==> config.mk <==
export PLATFORM = sky130hd
export DESIGN_NAME = multi_queue_shared_buffer
export DESIGN_NICKNAME = d
export VERILOG_FILES = /design/src/design/mqsb_pkg.sv /design/src/design/multi_queue_shared_buffer.sv /design/src/design/mqsb_front.sv /design/src/design/mqsb_back.sv
export SDC_FILE = /design/constraint.sdc
export NUM_CORES = 2
export LEC_CHECK = 0
export ABC_AREA = 1
export BUFFER_PORTS_ARGS = -buffer_cell sky130_fd_sc_hd__buf_4
export CORE_UTILIZATION = 55
export CTS_BUF_LIST = sky130_fd_sc_hd__clkbuf_8
export DETAILED_ROUTE_END_ITERATION = 7
export PLACE_DENSITY = 0.71
export SYNTH_ARGS = -nofsm -noshare
export SYNTH_HDL_FRONTEND = slang
export SYNTH_SLANG_ARGS = --single-unit
==> constraint.sdc <==
create_clock -name clock -period 9 [get_ports clock]
set_clock_uncertainty 0.1 [all_clocks]
set_input_delay 0.9 -clock clock [delete_from_list [all_inputs] [get_ports clock]]
set_output_delay 0.9 -clock clock [all_outputs]
set_load 0.05 [all_outputs]
==> src/design/mqsb_pkg.sv <==
package mqsb_pkg;

   // Store geometry
   localparam int ENTRIES = 64;
   localparam int QUEUES  = 4;

   localparam int DATA_W = 32;
   localparam int QID_W  = 2;
   localparam int IDX_W  = $clog2(ENTRIES);
   localparam int LNK_W  = $clog2(ENTRIES + 1);
   localparam int QSEL_W = (QUEUES > 1) ? $clog2(QUEUES) : 1;

   // End of a list is coded as the entry count
   localparam logic [LNK_W-1:0] LIST_END = LNK_W'(ENTRIES);

   // Operation codes
   localparam logic OP_PUSH = 1'b0;
   localparam logic OP_POP  = 1'b1;

   // Status codes
   localparam logic [1:0] ST_DONE  = 2'd0;
   localparam logic [1:0] ST_FULL  = 2'd1;
   localparam logic [1:0] ST_EMPTY = 2'd2;

   // Classified command from the front to the back
   typedef struct packed {
      logic              is_pop;
      logic              q_ok;
      logic [QSEL_W-1:0] qsel;
      logic [DATA_W-1:0] value;
   } cmd_type;

   typedef enum logic {
      BK_ISSUE,
      BK_FINISH
   } bk_state_type;

   // Any link outside the store reads as the end marker
   function automatic logic [LNK_W-1:0] clean_link(logic [LNK_W-1:0] v);
      return (int'(v) < ENTRIES) ? v : LIST_END;
   endfunction

endpackage

==> src/design/multi_queue_shared_buffer.sv <==
// Channel   Handshake              Payload
// req       req_valid / req_stall  req_operation, req_queue_id, req_value
// rsp       rsp_valid / rsp_stall  rsp_status, rsp_popped_value
//
// In the back engine each beat runs an issue step that reads the link and data
// memories (registered read), then a finish step that writes the link memory
// and posts the result. A two-deep command queue lets req beats land while
// the engine works or a result waits. Reset is synchronous; it empties all queues
// and rebuilds the free list through per-entry link valid bits, with no clearing pass.
// rsp_stall holds the result register and the engine in its finish step.
module multi_queue_shared_buffer (
   input  logic                        clock,
   input  logic                        reset,
   input  logic                        req_valid,
   output logic                        req_stall,
   input  logic                        req_operation,
   input  logic [mqsb_pkg::QID_W-1:0]  req_queue_id,
   input  logic signed [mqsb_pkg::DATA_W-1:0] req_value,
   output logic                        rsp_valid,
   input  logic                        rsp_stall,
   output logic [1:0]                  rsp_status,
   output logic signed [mqsb_pkg::DATA_W-1:0] rsp_popped_value
);

   logic              cmd_valid;
   logic              cmd_take;
   mqsb_pkg::cmd_type cmd;

   // Accept and classify
   mqsb_front u_front (
      .clock         (clock),
      .reset         (reset),
      .req_valid     (req_valid),
      .req_stall     (req_stall),
      .req_operation (req_operation),
      .req_queue_id  (req_queue_id),
      .req_value     (req_value),
      .cmd_valid     (cmd_valid),
      .cmd_take      (cmd_take),
      .cmd           (cmd)
   );

   // List engine and result register
   mqsb_back u_back (
      .clock            (clock),
      .reset            (reset),
      .cmd_valid        (cmd_valid),
      .cmd              (cmd),
      .cmd_take         (cmd_take),
      .rsp_valid        (rsp_valid),
      .rsp_stall        (rsp_stall),
      .rsp_status       (rsp_status),
      .rsp_popped_value (rsp_popped_value)
   );

endmodule

==> src/design/mqsb_front.sv <==
module mqsb_front (
   input  logic                        clock,
   input  logic                        reset,
   input  logic                        req_valid,
   output logic                        req_stall,
   input  logic                        req_operation,
   input  logic [mqsb_pkg::QID_W-1:0]  req_queue_id,
   input  logic signed [mqsb_pkg::DATA_W-1:0] req_value,
   output logic                        cmd_valid,
   input  logic                        cmd_take,
   output mqsb_pkg::cmd_type           cmd
);

   // Two-deep command queue between front and back
   mqsb_pkg::cmd_type slot_ff [2];
   logic       wr_ptr_ff, wr_ptr_in;
   logic       rd_ptr_ff, rd_ptr_in;
   logic [1:0] count_ff, count_in;

   mqsb_pkg::cmd_type cls;
   logic              push;
   logic              pop;

   // Classify the incoming beat
   always_comb begin
      cls.is_pop = (req_operation == mqsb_pkg::OP_POP);
      cls.q_ok   = (int'(req_queue_id) < mqsb_pkg::QUEUES);
      cls.qsel   = mqsb_pkg::QSEL_W'(req_queue_id);
      cls.value  = req_value;
   end

   assign req_stall = (count_ff == 2'd2);
   assign push      = req_valid && !req_stall;
   assign pop       = cmd_take && cmd_valid;
   assign cmd_valid = (count_ff != 2'd0);
   assign cmd       = slot_ff[rd_ptr_ff];

   // Pointer and count update
   always_comb begin
      wr_ptr_in = wr_ptr_ff ^ push;
      rd_ptr_in = rd_ptr_ff ^ pop;
      count_in  = count_ff;
      if (push && !pop) begin
         count_in = count_ff + 2'd1;
      end else if (pop && !push) begin
         count_in = count_ff - 2'd1;
      end
   end

   always_ff @(posedge clock) begin
      if (reset) begin
         wr_ptr_ff <= 1'b0;
         rd_ptr_ff <= 1'b0;
         count_ff  <= 2'd0;
      end else begin
         wr_ptr_ff <= wr_ptr_in;
         rd_ptr_ff <= rd_ptr_in;
         count_ff  <= count_in;
      end
   end

   // Queue storage, no reset
   always_ff @(posedge clock) begin
      if (push) begin
         slot_ff[wr_ptr_ff] <= cls;
      end
   end

endmodule

==> src/design/mqsb_back.sv <==
module mqsb_back (
   input  logic                        clock,
   input  logic                        reset,
   input  logic                        cmd_valid,
   input  mqsb_pkg::cmd_type           cmd,
   output logic                        cmd_take,
   output logic                        rsp_valid,
   input  logic                        rsp_stall,
   output logic [1:0]                  rsp_status,
   output logic signed [mqsb_pkg::DATA_W-1:0] rsp_popped_value
);

   localparam int ENT    = mqsb_pkg::ENTRIES;
   localparam int QN     = mqsb_pkg::QUEUES;
   localparam int IDX_W  = mqsb_pkg::IDX_W;
   localparam int LNK_W  = mqsb_pkg::LNK_W;
   localparam int QSEL_W = mqsb_pkg::QSEL_W;
   localparam int DATA_W = mqsb_pkg::DATA_W;

   mqsb_pkg::bk_state_type state_ff, state_in;

   // Entry store
   logic [LNK_W-1:0]  link_mem [ENT];
   logic [DATA_W-1:0] data_mem [ENT];
   logic              lk_vld_ff [ENT];

   logic [LNK_W-1:0]  lk_rd_ff;
   logic              lk_rd_vld_ff;
   logic [IDX_W-1:0]  lk_ra_ff;
   logic [DATA_W-1:0] dt_rd_ff;

   // List pointers
   logic [LNK_W-1:0] qhead_ff [QN];
   logic [IDX_W-1:0] qtail_ff [QN];
   logic [LNK_W-1:0] free_head_ff, free_head_in;

   // Operation in flight
   logic              op_pop_ff, op_pop_in;
   logic              op_ok_ff, op_ok_in;
   logic [QSEL_W-1:0] op_qsel_ff, op_qsel_in;
   logic [IDX_W-1:0]  op_idx_ff, op_idx_in;

   // Result register
   logic              out_vld_ff, out_vld_in;
   logic [1:0]        out_status_ff, out_status_in;
   logic [DATA_W-1:0] out_value_ff, out_value_in;

   // Memory and pointer write controls
   logic              rd_en;
   logic [IDX_W-1:0]  rd_addr;
   logic              lk_we;
   logic [IDX_W-1:0]  lk_wa;
   logic [LNK_W-1:0]  lk_wd;
   logic              dt_we;
   logic              qh_we;
   logic [LNK_W-1:0]  qh_wd;
   logic [QSEL_W-1:0] qh_wa;
   logic              qt_we;

   logic [LNK_W-1:0] q_head;
   logic [IDX_W-1:0] q_tail;
   logic [LNK_W-1:0] pop_head;
   logic             push_ok;
   logic             pop_ok;
   logic [LNK_W-1:0] link_eff;

   // Addressed queue and link read result (untouched entries chain to next)
   assign q_head   = cmd.q_ok ? qhead_ff[cmd.qsel] : mqsb_pkg::LIST_END;
   assign q_tail   = qtail_ff[cmd.qsel];
   assign pop_head = q_head;
   assign push_ok  = !cmd.is_pop && cmd.q_ok && (free_head_ff != mqsb_pkg::LIST_END);
   assign pop_ok   = cmd.is_pop && (pop_head != mqsb_pkg::LIST_END);
   assign link_eff = lk_rd_vld_ff ? lk_rd_ff : (LNK_W'(lk_ra_ff) + LNK_W'(1));

   // Sequencer: issue reads and tail link, then finish and post result
   always_comb begin
      state_in      = state_ff;
      cmd_take      = 1'b0;
      rd_en         = 1'b0;
      rd_addr       = cmd.is_pop ? pop_head[IDX_W-1:0] : free_head_ff[IDX_W-1:0];
      lk_we         = 1'b0;
      lk_wa         = q_tail;
      lk_wd         = free_head_ff;
      dt_we         = 1'b0;
      qh_we         = 1'b0;
      qh_wa         = cmd.qsel;
      qh_wd         = free_head_ff;
      qt_we         = 1'b0;
      free_head_in  = free_head_ff;
      op_pop_in     = op_pop_ff;
      op_ok_in      = op_ok_ff;
      op_qsel_in    = op_qsel_ff;
      op_idx_in     = op_idx_ff;
      out_vld_in    = out_vld_ff && rsp_stall;
      out_status_in = out_status_ff;
      out_value_in  = out_value_ff;
      unique case (state_ff)
         mqsb_pkg::BK_ISSUE: begin
            if (cmd_valid) begin
               cmd_take   = 1'b1;
               rd_en      = push_ok || pop_ok;
               op_pop_in  = cmd.is_pop;
               op_ok_in   = push_ok || pop_ok;
               op_qsel_in = cmd.qsel;
               op_idx_in  = rd_addr;
               if (push_ok) begin
                  dt_we = 1'b1;
                  qt_we = 1'b1;
                  if (q_head == mqsb_pkg::LIST_END) begin
                     qh_we = 1'b1;
                  end else if (int'(q_tail) < ENT) begin
                     lk_we = 1'b1;
                  end
               end
               state_in = mqsb_pkg::BK_FINISH;
            end
         end
         mqsb_pkg::BK_FINISH: begin
            if (!out_vld_ff || !rsp_stall) begin
               lk_wa = op_idx_ff;
               qh_wa = op_qsel_ff;
               if (op_ok_ff) begin
                  lk_we = 1'b1;
                  if (op_pop_ff) begin
                     qh_we        = 1'b1;
                     qh_wd        = mqsb_pkg::clean_link(link_eff);
                     lk_wd        = free_head_ff;
                     free_head_in = LNK_W'(op_idx_ff);
                  end else begin
                     lk_wd        = mqsb_pkg::LIST_END;
                     free_head_in = mqsb_pkg::clean_link(link_eff);
                  end
               end
               out_vld_in = 1'b1;
               if (op_ok_ff) begin
                  out_status_in = mqsb_pkg::ST_DONE;
               end else if (op_pop_ff) begin
                  out_status_in = mqsb_pkg::ST_EMPTY;
               end else begin
                  out_status_in = mqsb_pkg::ST_FULL;
               end
               out_value_in = (op_ok_ff && op_pop_ff) ? dt_rd_ff : '0;
               state_in     = mqsb_pkg::BK_ISSUE;
            end
         end
         default: state_in = mqsb_pkg::BK_ISSUE;
      endcase
   end

   // Control registers
   always_ff @(posedge clock) begin
      if (reset) begin
         state_ff     <= mqsb_pkg::BK_ISSUE;
         free_head_ff <= '0;
         out_vld_ff   <= 1'b0;
      end else begin
         state_ff     <= state_in;
         free_head_ff <= free_head_in;
         out_vld_ff   <= out_vld_in;
      end
   end

   // Queue heads start empty
   always_ff @(posedge clock) begin
      if (reset) begin
         for (int i = 0; i < QN; i++) begin
            qhead_ff[i] <= mqsb_pkg::LIST_END;
         end
      end else if (qh_we) begin
         qhead_ff[qh_wa] <= qh_wd;
      end
   end

   // Link valid bits: a clear bit reads as the reset chain
   always_ff @(posedge clock) begin
      if (reset) begin
         for (int i = 0; i < ENT; i++) begin
            lk_vld_ff[i] <= 1'b0;
         end
      end else if (lk_we) begin
         lk_vld_ff[lk_wa] <= 1'b1;
      end
   end

   // Payload registers
   always_ff @(posedge clock) begin
      op_pop_ff     <= op_pop_in;
      op_ok_ff      <= op_ok_in;
      op_qsel_ff    <= op_qsel_in;
      op_idx_ff     <= op_idx_in;
      out_status_ff <= out_status_in;
      out_value_ff  <= out_value_in;
      if (qt_we) begin
         qtail_ff[cmd.qsel] <= rd_addr;
      end
   end

   // Link memory, registered read
   always_ff @(posedge clock) begin
      if (lk_we) begin
         link_mem[lk_wa] <= lk_wd;
      end
      if (rd_en) begin
         lk_rd_ff     <= link_mem[rd_addr];
         lk_rd_vld_ff <= lk_vld_ff[rd_addr];
         lk_ra_ff     <= rd_addr;
      end
   end

   // Data memory, registered read
   always_ff @(posedge clock) begin
      if (dt_we) begin
         data_mem[rd_addr] <= cmd.value;
      end
      if (rd_en) begin
         dt_rd_ff <= data_mem[rd_addr];
      end
   end

   assign rsp_valid        = out_vld_ff;
   assign rsp_status       = out_status_ff;
   assign rsp_popped_value = out_value_ff;

endmodule

==> impl_metrics.ini <==
[worst_setup_path]
worstReg2RegStart = u_front.rd_ptr_ff$_SDFF_PP0_
r2r-end = u_back.dt_rd_ff[25]$_DFFE_PP_
cp.required_ns = 9.77
end_kind = register
critPathKind = register to register
rrSetupSlack_ns = 2.71
crit_end = u_back.dt_rd_ff[25]$_DFFE_PP_
critical_path_arrival_ns = 7.07
cp_max_fo = 110
crit_start = u_front.rd_ptr_ff$_SDFF_PP0_
cp-start-kind = register
ff2ff_path_depth = 16

[layout]
syn_to_final_growth_pct = 10.3
fillCellCount = 16400
final_net_count = 10900
drive_above_1_share_pct = 8.24

[detailed_routing]
wirelength_um = 336000
drtAntennaViolNets = 0
vias = 80700
drt_pass1_iterations = 8
drt-wirelength-per-cell_um = 24.1
met2_length_um = 152000
wl_met3_um = 39500
post-route-drc-count = 0
top_layer = met5
wl_met1_um = 125000
first_iter_violations = 11600
routed_via_density = 5.78

[floorplan]
die_area_um2 = 211000
rows = 167
initial_core_util_pct = 55.5
io_pins = 75
die_x_um = 459
die_y_um = 459
core_um2 = 207000

[synthesis]
ys.warnings.count = 0
synthesis.nets = 10800
avgSynthCellArea_um2 = 10.7
synth_top_area_share_pct = 70.7
synth-seq-area-share_pct = 72.0
synthTopCellsByArea = edfxtp_1 71%, nand2_1 18%, nand3_1 4.2%, buf_2 1.6%, dfxtp_1 1.3%
syn-cell-area_um2 = 115000
synth_seq_cells = 2785
synthCells = 10700
yosysTopAreaCell = edfxtp_1
synth_cell_types = 38
synth_edf_count = 2708
synth_ff_type = edfxtp_1
ys_async_sr_fraction_pct = 0

[global_routing]
grt_pass1_vias = 77200
grt_pass1_wl_um = 493000
track_usage_pct = 31.6
antenna_found_initial = 14
grt-ovfl-total = 0
grt_start_max_net_pins = 199

[sta]
max_slew_margin_pct = 4.61
setup_violations = 0
fmax_ghz = 0.159
setup_slack_ns = 2.71
maxSlewViolCount = 0
tns_ns = 0
hold_violations = 0
post-route-min-period_ns = 6.29
worst_slew_pin_slew_ns = 1.42
finalCritPeriodShare_pct = 69.9
rsz0062_at_grt = no

[clock_tree]
clock_sinks = 2785
cts_setup_buffers = 0
cts.clk_slew.worst_paths_ns = 0.07
numCtsBuffers = 452
htree_levels = 5
postCtsHoldBufs = 36
cts_tree = built
clock_latency_ns = 1.18
root_buffer = clkbuf_8
cts_resized = 0
cts_buffer_depth = 4

[outcome]
outcome = finished, final reports clean

[worst_hold_path]
min-delay-path-class = input pin to register

[power]
p_per_area_nw_per_um2 = 372
power_mw = 47.3
vdd_ir_drop_max_mv = 0.312
p_leak_nw = 51.5

[run]
cap_viol_max_count = 0

[place]
dp_slack_ns = 3.00
routabilityCongestion = 0.893
io_buffers = 74
post-dp-hpwl_um = 184000
## where the power goes
group | total (mW) | internal, mW | switching (mW) | leakage (nW)
combinational | 20.1 | 4.06 | 16.0 | 21.7
clock | 10.0 | 5.03 | 4.98 | 4.66
sequential | 17.2 | 16.9 | 0.261 | 25.2
## critical path, cell delays in order (launching register included)
cell and delay [ns]:
dfxtp_1 0.32, inv_2 0.47, nand2_1 0.14, nand2_2 0.31, inv_2 0.19, nand2_8 0.57
nand2_8 0.65, buf_4 0.58, buf_12 0.29, nand2_1 0.15, nand2_1 0.06, nand2_1 0.06
nand2_1 0.09, o21ai_0 1.08, nand2_1 0.38, nor2_1 0.18, nand2_1 0.08
## flip-flops by register name, summed over array words and instances, names as in the netlist, 6 cells and up
signal / flops
u_back.qtail_ff: 24
u_front.slot_ff: 70
u_back.lk_ra_ff: 6
u_back.lk_vld_ff: 64
u_back.rsp_popped_value: 32
u_back.dt_rd_ff: 32
u_back.data_mem: 2048
u_back.link_mem: 448
u_back.free_head_ff: 7
u_back.op_idx_ff: 6
u_back.qhead_ff: 28
u_back.lk_rd_ff: 7
## cell families after synthesis
logic type | count (synthesis) | share of synthesized area, %
AOI/OAI and AO/OA | 419 | 1.89
adders and majority gates | 4 | 0.0435
buffers and inverters | 781 | 2.98
DFF | 2785 | 72.0
and+or+nand+nor | 6720 | 23.1
## worst min path at each step
stage / from / endpoint / slack (ns) / cells past startpoint
after detailed placement: u_back.lk_vld_ff[53]$_DFF_P_ / u_back.lk_vld_ff[53]$_DFF_P_ / 0.34 / 2
after CTS: reset / u_back.lk_vld_ff[35]$_DFF_P_ / 0.15 / 2
after floorplan: u_back.lk_vld_ff[18]$_DFF_P_ / u_back.lk_vld_ff[18]$_DFF_P_ / 0.33 / 2
final: reset / u_back.lk_vld_ff[53]$_DFF_P_ / 0.21 / 2
after global placement: u_back.lk_vld_ff[38]$_DFF_P_ / u_back.lk_vld_ff[38]$_DFF_P_ / 0.34 / 2
after global routing: reset / u_back.lk_vld_ff[35]$_DFF_P_ / 0.20 / 2
## through the flow
stage | cell area (µm²) | instances | hold slack, ns | util (%)
5_1_grt | 127000 | 14000 | 0.195 | 61.2
2_1_floorplan | 115000 | 10700 | 0.326 | -
6_report | 127000 | 14000 | 0.210 | 61.2
4_1_cts | 127000 | 14000 | 0.148 | 61.2
3_5_place_dp | 119000 | 13100 | 0.340 | 57.1
3_3_place_gp | 119000 | 13100 | 0.336 | 57.1
## synth_stat cells, types with 3 or more instances
master	count
nand2_1	5374
clkbuf_1	177
buf_2	375
a21oi_1	58
nand3_1	976
inv_1	169
o21ai_1	303
clkinv_1	3
nor3_1	10
buf_1	36
o221ai_1	6
nor2_2	9
o21ai_0	38
nand2_2	9
dfxtp_1	77
a31oi_2	3
nor2_4	3
edfxtp_1	2708
buf_4	6
inv_2	14
ha_1	4
nor2_1	328
## routing by layer
| layer | vias to the layer above | GRT usage (%) |
|---|---|---|
| li1 | 36200 | - |
| met1 | 38500 | 42.2 |
| met2 | 5120 | 48.4 |
| met3 | 921 | 6.66 |
| met4 | 6 | 17.6 |
| met5 | - | 0 |
## layout make-up
| cell class | instances | area [µm²] | area share, % |
|---|---|---|---|
| Antenna cell | 5 | 12.5 | 0.00986 |
| Clock buffer | 463 | 6370 | 5.02 |
| Clock inverter | 334 | 1640 | 1.29 |
| Inverter | 186 | 698 | 0.550 |
| Multi-Input combinational cell | 7143 | 29500 | 23.3 |
| Sequential cell | 2785 | 82900 | 65.3 |
| Tap cell | 2788 | 3490 | 2.75 |
| Timing Repair Buffer | 273 | 2340 | 1.84 |
## placed cells by master, fill, tap and decap left out, types with 16 or more instances in the layout
cell type / count
nor2_1: 260
o21ai_0: 38
nor2_4: 79
clkinv_1: 122
inv_1: 313
dlygate4sd3_1: 36
buf_4: 221
a21oi_1: 57
buf_12: 16
edfxtp_1: 2708
nand2_1: 5338
clkbuf_8: 463
clkinv_2: 41
nand3_1: 976
inv_2: 22
dfxtp_1: 77
nand2_2: 37
o21ai_1: 303
Power figures use the tool's default switching activity.
